$ cat config.mk
export PLATFORM = sky130hd
export DESIGN_NAME = type2_charstring_encoder_core
export DESIGN_NICKNAME = d
export VERILOG_FILES = /design/src/design/tce_pkg.sv /design/src/design/tce_front.sv /design/src/design/tce_queue.sv /design/src/design/tce_back.sv /design/src/design/type2_charstring_encoder_core.sv
export SDC_FILE = /design/constraint.sdc
export NUM_CORES = 1
export LEC_CHECK = 0
export BUFFER_PORTS_ARGS = -buffer_cell sky130_fd_sc_hd__buf_2
export CORE_MARGIN = 1
export CORE_UTILIZATION = 23
export CTS_BUF_LIST = sky130_fd_sc_hd__clkbuf_4 sky130_fd_sc_hd__clkbuf_8
export CTS_CLUSTER_DIAMETER = 80
export DETAILED_ROUTE_END_ITERATION = 16
export HOLD_SLACK_MARGIN = 0.05
export PLACE_DENSITY = 0.35
export SYNTH_ARGS = -nofsm -noshare
export SYNTH_HDL_FRONTEND = slang
export SYNTH_HIERARCHICAL = 1
export SYNTH_SLANG_ARGS = --single-unit
export TNS_END_PERCENT = 1
$ cat constraint.sdc
create_clock -name clk_i -period 9.4 [get_ports clk_i]
set_clock_uncertainty 0.15 [all_clocks]
set_input_delay 0.47 -clock clk_i [delete_from_list [all_inputs] [get_ports clk_i]]
set_output_delay 0.47 -clock clk_i [all_outputs]
set_load 0.05 [all_outputs]
$ cat src/design/tce_pkg.sv
package tce_pkg;

  typedef enum logic [2:0] {
    OP_OPERAND  = 3'd0,
    OP_OPERATOR = 3'd1,
    OP_LCALL    = 3'd2,
    OP_GCALL    = 3'd3,
    OP_RAW      = 3'd4,
    OP_NONE     = 3'd5
  } tce_op_e;

  typedef enum logic {
    REG_LOCAL_COUNT  = 1'b0,
    REG_GLOBAL_COUNT = 1'b1
  } tce_reg_e;

  localparam int unsigned MaxBytes = 6;
  localparam int unsigned CntW     = 3;

  localparam logic [7:0] OpcCallLocal  = 8'd10;
  localparam logic [7:0] OpcCallGlobal = 8'd29;
  localparam logic [7:0] PrefixShort   = 8'd28;
  localparam logic [7:0] PrefixFixed   = 8'd255;

  typedef struct packed {
    logic [2:0]         op;
    logic signed [31:0] value;
  } tce_in_t;

  typedef struct packed {
    logic [7:0] out_byte;
    logic       last;
  } tce_out_t;

  typedef struct packed {
    logic [MaxBytes-1:0][7:0] bytes;
    logic [CntW-1:0]          count;
  } tce_entry_t;

  // Type2 call bias from the subroutine count
  function automatic logic [15:0] subr_bias(input logic [15:0] count);
    logic [15:0] b;
    if (count < 16'd1240) begin
      b = 16'd107;
    end else if (count < 16'd33900) begin
      b = 16'd1131;
    end else begin
      b = 16'd32768;
    end
    return b;
  endfunction

endpackage

$ cat src/design/tce_front.sv
module tce_front (
  input  logic               clk_i,
  input  logic               rst_ni,
  input  logic               in_valid_i,
  output logic               in_ready_o,
  input  tce_pkg::tce_in_t   in_data_i,
  input  logic [15:0]        local_count_i,
  input  logic [15:0]        global_count_i,
  output logic               push_o,
  output tce_pkg::tce_entry_t push_data_o,
  input  logic               full_i
);
  import tce_pkg::*;

  logic               a_valid_q, a_valid_d;
  logic [2:0]         a_op_q;
  logic signed [31:0] a_val_q;
  logic signed [31:0] a_val_d;
  logic               a_take;
  logic               a_emits;
  logic               a_drain;

  logic signed [31:0] tp, tn;
  tce_entry_t         ent;
  logic [CntW-1:0]    n;

  // stage A: apply call bias
  always_comb begin
    unique case (in_data_i.op)
      OP_LCALL: a_val_d = in_data_i.value - $signed({16'd0, subr_bias(local_count_i)});
      OP_GCALL: a_val_d = in_data_i.value - $signed({16'd0, subr_bias(global_count_i)});
      default:  a_val_d = in_data_i.value;
    endcase
  end

  always_comb begin
    unique case (a_op_q)
      OP_OPERAND, OP_OPERATOR, OP_LCALL, OP_GCALL, OP_RAW: a_emits = 1'b1;
      default:                                             a_emits = 1'b0;
    endcase
  end

  // items without bytes drain without touching the queue
  assign a_drain    = a_valid_q && (!a_emits || !full_i);
  assign in_ready_o = !a_valid_q || a_drain;
  assign a_take     = in_valid_i && in_ready_o;
  assign a_valid_d  = a_take ? 1'b1 : (a_drain ? 1'b0 : a_valid_q);
  assign push_o     = a_valid_q && a_emits && !full_i;

  always_ff @(posedge clk_i or negedge rst_ni) begin
    if (!rst_ni) begin
      a_valid_q <= 1'b0;
    end else begin
      a_valid_q <= a_valid_d;
    end
  end

  always_ff @(posedge clk_i) begin
    if (a_take) begin
      a_op_q  <= in_data_i.op;
      a_val_q <= a_val_d;
    end
  end

  // stage B: classify number and build the byte list
  assign tp = a_val_q - 32'sd108;
  assign tn = -32'sd108 - a_val_q;

  always_comb begin
    ent = '0;
    n   = '0;
    if (a_op_q == OP_OPERATOR || a_op_q == OP_RAW) begin
      ent.bytes[0] = a_val_q[7:0];
      n            = CntW'(1);
    end else begin
      priority if (a_val_q >= -32'sd107 && a_val_q <= 32'sd107) begin
        ent.bytes[0] = 8'(a_val_q[7:0] + 8'd139);
        n            = CntW'(1);
      end else if (a_val_q >= 32'sd108 && a_val_q <= 32'sd1131) begin
        ent.bytes[0] = 8'(8'd247 + {6'd0, tp[9:8]});
        ent.bytes[1] = tp[7:0];
        n            = CntW'(2);
      end else if (a_val_q >= -32'sd1131 && a_val_q <= -32'sd108) begin
        ent.bytes[0] = 8'(8'd251 + {6'd0, tn[9:8]});
        ent.bytes[1] = tn[7:0];
        n            = CntW'(2);
      end else if (a_val_q >= -32'sd32768 && a_val_q <= 32'sd32767) begin
        ent.bytes[0] = PrefixShort;
        ent.bytes[1] = a_val_q[15:8];
        ent.bytes[2] = a_val_q[7:0];
        n            = CntW'(3);
      end else begin
        ent.bytes[0] = PrefixFixed;
        ent.bytes[1] = a_val_q[15:8];
        ent.bytes[2] = a_val_q[7:0];
        n            = CntW'(5);
      end
      if (a_op_q == OP_LCALL) begin
        ent.bytes[n] = OpcCallLocal;
        n            = CntW'(n + CntW'(1));
      end else if (a_op_q == OP_GCALL) begin
        ent.bytes[n] = OpcCallGlobal;
        n            = CntW'(n + CntW'(1));
      end
    end
    ent.count   = n;
    push_data_o = ent;
  end

endmodule

$ cat src/design/tce_queue.sv
module tce_queue #(
  parameter int unsigned Depth = 4
) (
  input  logic                clk_i,
  input  logic                rst_ni,
  input  logic                push_i,
  input  tce_pkg::tce_entry_t push_data_i,
  output logic                full_o,
  input  logic                pop_i,
  output logic                valid_o,
  output tce_pkg::tce_entry_t pop_data_o
);
  import tce_pkg::*;

  localparam int unsigned PtrW = (Depth > 1) ? $clog2(Depth) : 1;
  localparam int unsigned CntQ = $clog2(Depth + 1);

  tce_entry_t        mem_q [Depth];
  logic [PtrW-1:0]   wr_q, wr_d, rd_q, rd_d;
  logic [CntQ-1:0]   cnt_q, cnt_d;
  logic              do_push, do_pop;

  assign full_o     = (cnt_q == CntQ'(Depth));
  assign valid_o    = (cnt_q != '0);
  assign pop_data_o = mem_q[rd_q];
  assign do_push    = push_i && !full_o;
  assign do_pop     = pop_i && valid_o;

  always_comb begin
    wr_d  = wr_q;
    rd_d  = rd_q;
    cnt_d = cnt_q;
    if (do_push) begin
      wr_d = (wr_q == PtrW'(Depth - 1)) ? '0 : PtrW'(wr_q + PtrW'(1));
    end
    if (do_pop) begin
      rd_d = (rd_q == PtrW'(Depth - 1)) ? '0 : PtrW'(rd_q + PtrW'(1));
    end
    if (do_push && !do_pop) begin
      cnt_d = CntQ'(cnt_q + CntQ'(1));
    end else if (do_pop && !do_push) begin
      cnt_d = CntQ'(cnt_q - CntQ'(1));
    end
  end

  always_ff @(posedge clk_i or negedge rst_ni) begin
    if (!rst_ni) begin
      wr_q  <= '0;
      rd_q  <= '0;
      cnt_q <= '0;
    end else begin
      wr_q  <= wr_d;
      rd_q  <= rd_d;
      cnt_q <= cnt_d;
    end
  end

  always_ff @(posedge clk_i) begin
    if (do_push) begin
      mem_q[wr_q] <= push_data_i;
    end
  end

endmodule

$ cat src/design/tce_back.sv
module tce_back (
  input  logic                clk_i,
  input  logic                rst_ni,
  input  logic                q_valid_i,
  input  tce_pkg::tce_entry_t q_data_i,
  output logic                q_pop_o,
  output logic                out_valid_o,
  input  logic                out_ready_i,
  output tce_pkg::tce_out_t   out_data_o
);
  import tce_pkg::*;

  tce_entry_t      cur_q;
  logic            cur_valid_q, cur_valid_d;
  logic [CntW-1:0] idx_q, idx_d;
  logic            is_last, fire, load;

  assign is_last = (idx_q == CntW'(cur_q.count - CntW'(1)));
  assign fire    = cur_valid_q && out_ready_i;
  // fetch the next entry when empty or on the final byte of the current one
  assign load    = !cur_valid_q || (fire && is_last);
  assign q_pop_o = load && q_valid_i;

  always_comb begin
    cur_valid_d = cur_valid_q;
    idx_d       = idx_q;
    if (load) begin
      cur_valid_d = q_valid_i;
      idx_d       = '0;
    end else if (fire) begin
      idx_d = CntW'(idx_q + CntW'(1));
    end
  end

  always_ff @(posedge clk_i or negedge rst_ni) begin
    if (!rst_ni) begin
      cur_valid_q <= 1'b0;
      idx_q       <= '0;
    end else begin
      cur_valid_q <= cur_valid_d;
      idx_q       <= idx_d;
    end
  end

  always_ff @(posedge clk_i) begin
    if (q_pop_o) begin
      cur_q <= q_data_i;
    end
  end

  assign out_valid_o         = cur_valid_q;
  assign out_data_o.out_byte = cur_q.bytes[idx_q];
  assign out_data_o.last     = is_last;

endmodule

$ cat src/design/type2_charstring_encoder_core.sv
// An accepted item is registered in stage A, pushed into the entry queue and then
// loaded into the byte serializer. Throughput: one output byte per cycle while
// out_ready_i is high; a new item is taken every cycle while the entry queue
// between the classifier and the byte serializer has room.
// Reset (rst_ni low, asynchronous) empties the pipeline and queue and clears both
// subroutine counts to zero; no clearing pass follows.
module type2_charstring_encoder_core #(
  parameter int unsigned QueueDepth = 4
) (
  input  logic               clk_i,
  input  logic               rst_ni,
  input  logic               in_valid_i,
  output logic               in_ready_o,
  input  tce_pkg::tce_in_t   in_data_i,
  output logic               out_valid_o,
  input  logic               out_ready_i,
  output tce_pkg::tce_out_t  out_data_o,
  input  logic               psel,
  input  logic               penable,
  input  logic               pwrite,
  input  logic [2:0]         paddr,
  input  logic [31:0]        pwdata,
  output logic [31:0]        prdata,
  output logic               pready
);
  import tce_pkg::*;

  logic [15:0] local_count_q, global_count_q;
  logic        wr_en;
  tce_reg_e    reg_sel;

  logic        push, full, q_valid, q_pop;
  tce_entry_t  push_data, q_data;

  assign pready  = 1'b1;
  assign wr_en   = psel && penable && pwrite && pready;
  assign reg_sel = tce_reg_e'(paddr[2]);

  always_ff @(posedge clk_i or negedge rst_ni) begin
    if (!rst_ni) begin
      local_count_q  <= '0;
      global_count_q <= '0;
    end else if (wr_en) begin
      unique case (reg_sel)
        REG_LOCAL_COUNT:  local_count_q  <= pwdata[15:0];
        REG_GLOBAL_COUNT: global_count_q <= pwdata[15:0];
        default: ;
      endcase
    end
  end

  always_comb begin
    unique case (reg_sel)
      REG_LOCAL_COUNT:  prdata = {16'd0, local_count_q};
      REG_GLOBAL_COUNT: prdata = {16'd0, global_count_q};
      default:          prdata = '0;
    endcase
  end

  tce_front u_front (
    .clk_i          (clk_i),
    .rst_ni         (rst_ni),
    .in_valid_i     (in_valid_i),
    .in_ready_o     (in_ready_o),
    .in_data_i      (in_data_i),
    .local_count_i  (local_count_q),
    .global_count_i (global_count_q),
    .push_o         (push),
    .push_data_o    (push_data),
    .full_i         (full)
  );

  tce_queue #(
    .Depth (QueueDepth)
  ) u_queue (
    .clk_i       (clk_i),
    .rst_ni      (rst_ni),
    .push_i      (push),
    .push_data_i (push_data),
    .full_o      (full),
    .pop_i       (q_pop),
    .valid_o     (q_valid),
    .pop_data_o  (q_data)
  );

  tce_back u_back (
    .clk_i       (clk_i),
    .rst_ni      (rst_ni),
    .q_valid_i   (q_valid),
    .q_data_i    (q_data),
    .q_pop_o     (q_pop),
    .out_valid_o (out_valid_o),
    .out_ready_i (out_ready_i),
    .out_data_o  (out_data_o)
  );

endmodule
; Word-level counts from Yosys, hierarchy flattened
; Memories as Yosys holds them, arrays and structs flattened. A register that Yosys moved wholly into a read port is not among the register bits.
; Cells that the tools add are included.
[word_totals]
register_bits = 79
latchBits = 0
ram_bits = 204
romBits = 0
input_bits = 77
memories = 1
[op_classes]
addsub = 14
mul = 0
n_div = 0
n_lt_le_gt_ge = 15
eq_ne = 10
shift = 0
mux = 44
n_bitwise = 7
reduce_logical = 36
[memory_table]
columns = memory, depth, word_bits, read_ports, rd_ports_with_merged_regs, write_ports, line
row1 = u_queue.mem_q, 4, 51, 1, 1, 1, tce_queue.sv:18  ; tce_entry_t mem_q [Depth];
[op_table]
columns = cell, count
row1 = 16-bit two-way mux, 10
row2 = 32-bit one-hot mux with 2 select lines, 2
row3 = 48-bit two-way mux, 2
row4 = "32-bit by 8-bit >= comparator with 1-bit output, second input constant", 2
row5 = "32-bit by 8-bit less-or-equal comparator with 1-bit output, second input constant", 2
row6 = 8-bit two-way mux, 8
row7 = 32-bit by 17-bit subtractor with 32-bit output, 2
row8 = 40-bit two-way mux, 1
row9 = 18-bit by 36-bit AND with 36-bit output, 1
row10 = 3-bit two-way mux, 12
row11 = 36-bit NOT, 1
row12 = "32-bit by 12-bit >= comparator with 1-bit output, second input constant", 1
row13 = "32-bit by 16-bit >= comparator with 1-bit output, second input constant", 1
row14 = "32-bit by 12-bit less-or-equal comparator with 1-bit output, second input constant", 1
row15 = "32-bit by 16-bit less-or-equal comparator with 1-bit output, second input constant", 1
row16 = "16-bit by 11-bit less-than comparator with 1-bit output, second input constant", 2
row17 = "16-bit less-than comparator, second input constant", 2
row18 = 12-bit by 24-bit AND with 24-bit output, 1
row19 = 8-bit binary-select mux with 3-bit select, 1
row20 = 8-bit demux with 3-bit select, 1
row21 = 24-bit NOT, 1
row22 = 12-bit by 24-bit bitwise OR with 24-bit output, 1
row23 = 1-bit logical AND, 18
row24 = "3-bit by 2-bit equality test with 1-bit output, second input constant", 4
row25 = other kinds (25), 48

; Longest topological paths before layout
[depth]
ltp_word = 16
depth_mapped = 14
mapped_depth_nobuf = 14

; Modules after synthesis
; Netlist, hierarchy kept.
[by_module_without_submodules]
columns = module, instances, cells_per_inst, area_each_um2
row1 = tce_queue, 1, 304, 7877.6
row2 = tce_front, 1, 444, 3721.1
row3 = tce_back, 1, 125, 2279.7
row4 = type2_charstring_encoder_core, 1, 105, 1597.8

; Worst setup path before layout
; No wires, ideal clock.
[synth_timing]
kind = reg2reg
from = register u_back/cur_q[0] (netlist name)
to = register u_queue.cnt_q[1]
setup_ns = 0.125
arrival_ns = 3.615
setup_slack_ns = 5.510
stages_incl_launch_ff = 11
path_buffers = 0
period_less_slack_ns = 3.890
cell_sequence = edfxtp_1 > inv_1 > ha_1 > xnor2_2 > xnor2_1 > a32o_1 > nand2_4 > ha_1 > inv_1 > fa_1 > mux2_2
[synth_via]
elab_chain_cells = 9
elab_cells_between_ends = 11
classes_between = 1 x add/sub / 1 x eq/ne / 1 x mux / 8 x reduce/logical
[synth_lines]
columns = element, line
row1 = 3-bit by 1-bit subtractor with 3-bit output, tce_back.sv:18  ; assign is_last = (idx_q == CntW'(cur_q.count - CntW'(1)));
row2 = 3-bit equality test, tce_back.sv:18
row3 = 1-bit logical AND, tce_back.sv:21  ; assign load = !cur_valid_q || (fire && is_last);
row4 = 1-bit logical OR, tce_back.sv:21
row5 = 1-bit logical AND, tce_back.sv:22  ; assign q_pop_o = load && q_valid_i;
row6 = named net q_pop, type2_charstring_encoder_core.sv:32  ; logic push, full, q_valid, q_pop;
row7 = 1-bit logical AND, tce_queue.sv:27  ; assign do_pop = pop_i && valid_o;
row8 = 1-bit logical NOT, tce_queue.sv:39  ; if (do_push && !do_pop) begin
row9 = 1-bit logical AND, tce_queue.sv:39
row10 = 3-bit two-way mux, tce_queue.sv:39
row11 = named net u_queue.cnt_d[1], tce_queue.sv:20  ; logic [CntQ-1:0] cnt_q, cnt_d;
row12 = to (signal assigned), tce_queue.sv:54  ; cnt_q <= cnt_d;
row13 = to (decl), tce_queue.sv:20
; The timed path passes the listed nets, and every way through them passes these cells.
; A chain may end at the register's enable or synchronous reset.

; Final worst setup path
[layout_timing]
from = input in_data_i[34] (netlist name)
to = register u_front.a_val_q[25] (data pin)
[layout_via]
elab_chain_cells = 2
elab_cells_between_ends = 3
classes_between = 2 x eq/ne / 1 x mux
[layout_lines]
columns = element, line
row1 = from (decl), type2_charstring_encoder_core.sv:14  ; input tce_pkg::tce_in_t in_data_i,
row2 = 3-bit by 2-bit equality test with 1-bit output, tce_front.sv:29  ; unique case (in_data_i.op)
row3 = 32-bit one-hot mux with 2 select lines (*), tce_front.sv:29
row4 = named net u_front.a_val_d[25], tce_front.sv:18  ; logic signed [31:0] a_val_d;
row5 = to (signal assigned), tce_front.sv:61  ; a_val_q <= a_val_d;
row6 = to (decl), tce_front.sv:17  ; logic signed [31:0] a_val_q;
; Mark *: on every way through the listed nets, which the timed path passes. The rest lies on a longest branch.

==> results_dict.tcl <==
set metrics [dict create \
    grt-busiest-layer "met2" \
    synth_async_sr_flop_share_pct 13.2 \
    clkLatencyLatePin_ns 0.66 \
    critical_path_data_arrival_time_ns 5.01 \
    drv_slew 0 \
    synth_most_common_cell "sky130_fd_sc_hd__edfxtp_1" \
    fin_crit_ns 4.77 \
    irDropWorstVdd_mv 0.131 \
    die_width_um 261 \
    global_route.usage.met1_pct 15.5 \
    h_tree_depth 2 \
    finalHoldWorstSlack_ns 0.315 \
    synth.avg_cell_area_sq_um 15.8 \
    worstPathMaxFanout 24 \
    worst_ep_required_time_ns 9.63 \
    cts.clk_slew.worst_paths_ns 0.06 \
    launching_element_of_the_worst_setup_path "in_data_i[34]" \
    post_synth_instance_area_sq_um 15500 \
    powerDensity_nw_per_um2 263 \
    post-place-ws_ns 4.74 \
    regToRegEndpoint "u_front/a_val_q[25]" \
    num-nets-final 1248 \
    max_cap_viol_count 0 \
    pin_count 121 \
    cts_root_buf "sky130_fd_sc_hd__clkbuf_8" \
    yosys-top-cells-count "290 x sky130_fd_sc_hd__edfxtp_1, 56 x sky130_fd_sc_hd__mux4_2, 46 x sky130_fd_sc_hd__nor2_1" \
    first_iter_violations 424 \
    gr-total-overflow 0 \
    routabilityCongestion 0.773 \
    setup_repair_after_global_routing_missed_its_margin "no" \
    fillCellCount 6742 \
    global_route.usage.met2_pct 17.4 \
    finalCoreUtilization_pct 27.6 \
    detailroute.via_count 8674 \
    grt.total_usage_pct 11.2 \
    seq_area_frac_synth_pct 63.4 \
    netlist.area_leader.share_pct 56.3 \
    crit_path_end_kind "register" \
    initial_core_util_pct 23.4 \
    final_cell_count_no_fill 2052 \
    synth_enable_flop_cells 290 \
    fin_ws_ns 4.63 \
    global_route_wire_length_before_repair_mm 57.2 \
    worstReg2RegStart "global_count_q[11]" \
    synth_warnings 6 \
    cts_num_sinks 334 \
    max-clock-path-buffers 3 \
    register_area_sq_um 9820 \
    synth_ff_type "sky130_fd_sc_hd__edfxtp_1" \
    port_buffers 85 \
    drt-pass1-iter-count 5 \
    cts_tree "built" \
    core_area_sq_um 66200 \
    slew-limit-headroom_pct 35.5 \
    yosys_register_bits 334 \
    die_height_um 261 \
    r2r.worst_path.cells 12 \
    detailedPlacementHpwl_mm 23.6 \
    fmax_mhz 209 \
    insertedDiodeCount 0 \
    multi_input_area_sq_um 5130 \
    tritoncts.num_buffers 58 \
    setup_tns_ns 0 \
    grt.met3_usage_pct 2.09 \
    routedWlPerCell_um 18.4 \
    netlist-cell-type-count 88 \
    report.final.hold_viol_count 0 \
    critical_path_class "primary input to register" \
    leakage_uw 0.00641 \
    status "finished clean" \
    yosysTopAreaCell "sky130_fd_sc_hd__edfxtp_1" \
    antenna_found_initial 0 \
    maximum_number_of_pins_on_one_net_before_global_route_repair 54 \
    endpoint "u_front/a_val_q[25]" \
    synthToLayoutAreaGrowth_pct 18.1 \
    rrSetupSlack_ns 4.77 \
    detail-route-antenna-nets 0 \
    drc_errors 0 \
    crit_path_start_kind "primary input" \
    postRouteWirelength_mm 37.7 \
    cts-resized-gates 0 \
    netlist_instances 978 \
    finalSetupViolCount 0 \
    final_layout_size_suffix_gt1_share_pct 27.3 \
    min_period_over_period_pct 50.8 \
    die_outline_area_sq_um 68300 \
    drt-vias-per-instance 4.23 \
    timing_worst_slew_pin_value_ns 0.968 \
    tightest_hold_check_type "primary input to register" \
    floorplan.rows 94 \
    synthTopCellsByArea "sky130_fd_sc_hd__edfxtp_1 56%, sky130_fd_sc_hd__mux4_2 8.1%, sky130_fd_sc_hd__dfrtp_1 7.1%" \
    placed_cells 1891 \
    number_of_global_route_vias_before_repair 9069 \
]
sequential cells by signal, summed over array words and instances (netlist names), 2 cells and up:
| register | cells |
|---|---|
| u_front/a_op_q | 3 |
| local_count_q | 16 |
| u_back/cur_q | 51 |
| u_back/idx_q | 3 |
| u_queue/wr_q | 2 |
| u_queue/rd_q | 2 |
| u_front/a_val_q | 32 |
| u_queue/mem_q | 204 |
| u_queue/cnt_q | 3 |
| global_count_q | 16 |
repair_timing:
item / CTS / global route
setup endpoints to repair: 0 / 0
endpoints found under the hold margin: 115 / 0
hold buffers: 55 / 0
setup buffers: 0 / 0
kinds of logic (layout without fill, tap and decap cells):
logic type	after synthesis	after routing	synth area share [%]
flip-flops	334	334	63.4
AND/OR/NAND/NOR	204	204	7.45
AO/OA/AOI/OAI	141	141	5.97
multiplexers	124	124	13.5
buffers and inverters	95	277	4.22
XOR/XNOR	48	48	2.93
adder cells (fa/ha/maj)	29	29	2.44
other	3	31	0.0728
power breakdown:
group / internal (uW) / switching [uW] / total (uW)
sequential: 1960 / 212 / 2180
combinational: 556 / 798 / 1350
clock: 686 / 600 / 1290
total: 3210 / 1610 / 4820
through the flow:
stage	total power, uW	cell area (sq um)
4_1_cts	4940	18300
2_1_floorplan	3210	15600
3_3_place_gp	3590	16600
5_1_grt	5110	18300
6_report	4820	18300
3_5_place_dp	3600	16600
cells in the final DEF (no fill, tap or decap), drive strengths merged, types with 4 or more instances in the layout:
| master | synthesis | final |
|---|---|---|
| a21o | 5 | 5 |
| a21oi | 25 | 25 |
| a31oi | 8 | 8 |
| a32o | 5 | 5 |
| and2 | 12 | 12 |
| and3 | 5 | 5 |
| buf | 59 | 94 |
| clkbuf | 13 | 78 |
| clkinv | 0 | 26 |
| conb | 3 | 31 |
| dfrtp | 44 | 44 |
| dlygate4sd3 | 0 | 55 |
| edfxtp | 290 | 290 |
| ha | 27 | 27 |
| inv | 22 | 23 |
| mux2 | 53 | 53 |
| mux2i | 12 | 12 |
| mux4 | 59 | 59 |
| nand2 | 41 | 41 |
| nand2b | 10 | 10 |
| nand3 | 12 | 12 |
| nand3b | 6 | 6 |
| nand4 | 8 | 8 |
| nor2 | 47 | 47 |
| nor2b | 5 | 5 |
| nor3 | 14 | 14 |
| nor4 | 16 | 16 |
| nor4b | 4 | 4 |
| o211ai | 5 | 5 |
| o21a | 9 | 9 |
| o21ai | 50 | 50 |
| or2 | 5 | 5 |
| or3 | 5 | 5 |
| or4 | 7 | 7 |
| xnor2 | 33 | 33 |
| xor2 | 15 | 15 |
worst min-delay path by stage:
| stage | start | slack, ns | depth (start not counted) | endpoint |
|---|---|---|---|---|
| 2_1_floorplan | rst_ni | 0.02 | 0 | global_count_q[0] |
| 3_3_place_gp | u_queue/cnt_q[2] | 0.33 | 1 | u_queue/cnt_q[2] |
| 3_5_place_dp | u_queue/cnt_q[2] | 0.33 | 1 | u_queue/cnt_q[2] |
| 4_1_cts | pwrite | 0.26 | 3 | global_count_q[14] |
| 5_1_grt | pwrite | 0.29 | 3 | global_count_q[7] |
| 6_report | pwrite | 0.31 | 3 | global_count_q[7] |
per-layer routing:
layer | up-vias | routed length, um
met1 | 4330 | 18300
met2 | 198 | 17200
li1 | 4089 | -
met4 | 0 | 787
met5 | - | 0
met3 | 57 | 1470
worst max-delay path: stages:
cell and delay, ns:
sky130_fd_sc_hd__dlygate4sd3_1 0.51, sky130_fd_sc_hd__buf_2 0.13, sky130_fd_sc_hd__nand2b_1 0.63, sky130_fd_sc_hd__nor2_1 0.17
sky130_fd_sc_hd__nand2_1 0.14, sky130_fd_sc_hd__o21ai_0 0.25, sky130_fd_sc_hd__ha_1 0.33, sky130_fd_sc_hd__or4b_1 0.57
sky130_fd_sc_hd__or4_4 0.48, sky130_fd_sc_hd__or3_1 0.37, sky130_fd_sc_hd__nor4_1 0.28, sky130_fd_sc_hd__xor2_1 0.11
sky130_fd_sc_hd__dlygate4sd3_1 0.56
final cells by class:
class / instances / area share (%)
sequential: 334 / 53.7
multi-input combinational: 577 / 28.1
tap: 864 / 5.91
timing repair buffer: 149 / 5.71
clock buffer: 78 / 5.19
clock inverter: 28 / 0.979
inverter: 22 / 0.452
Power figures use the tool's default switching activity.
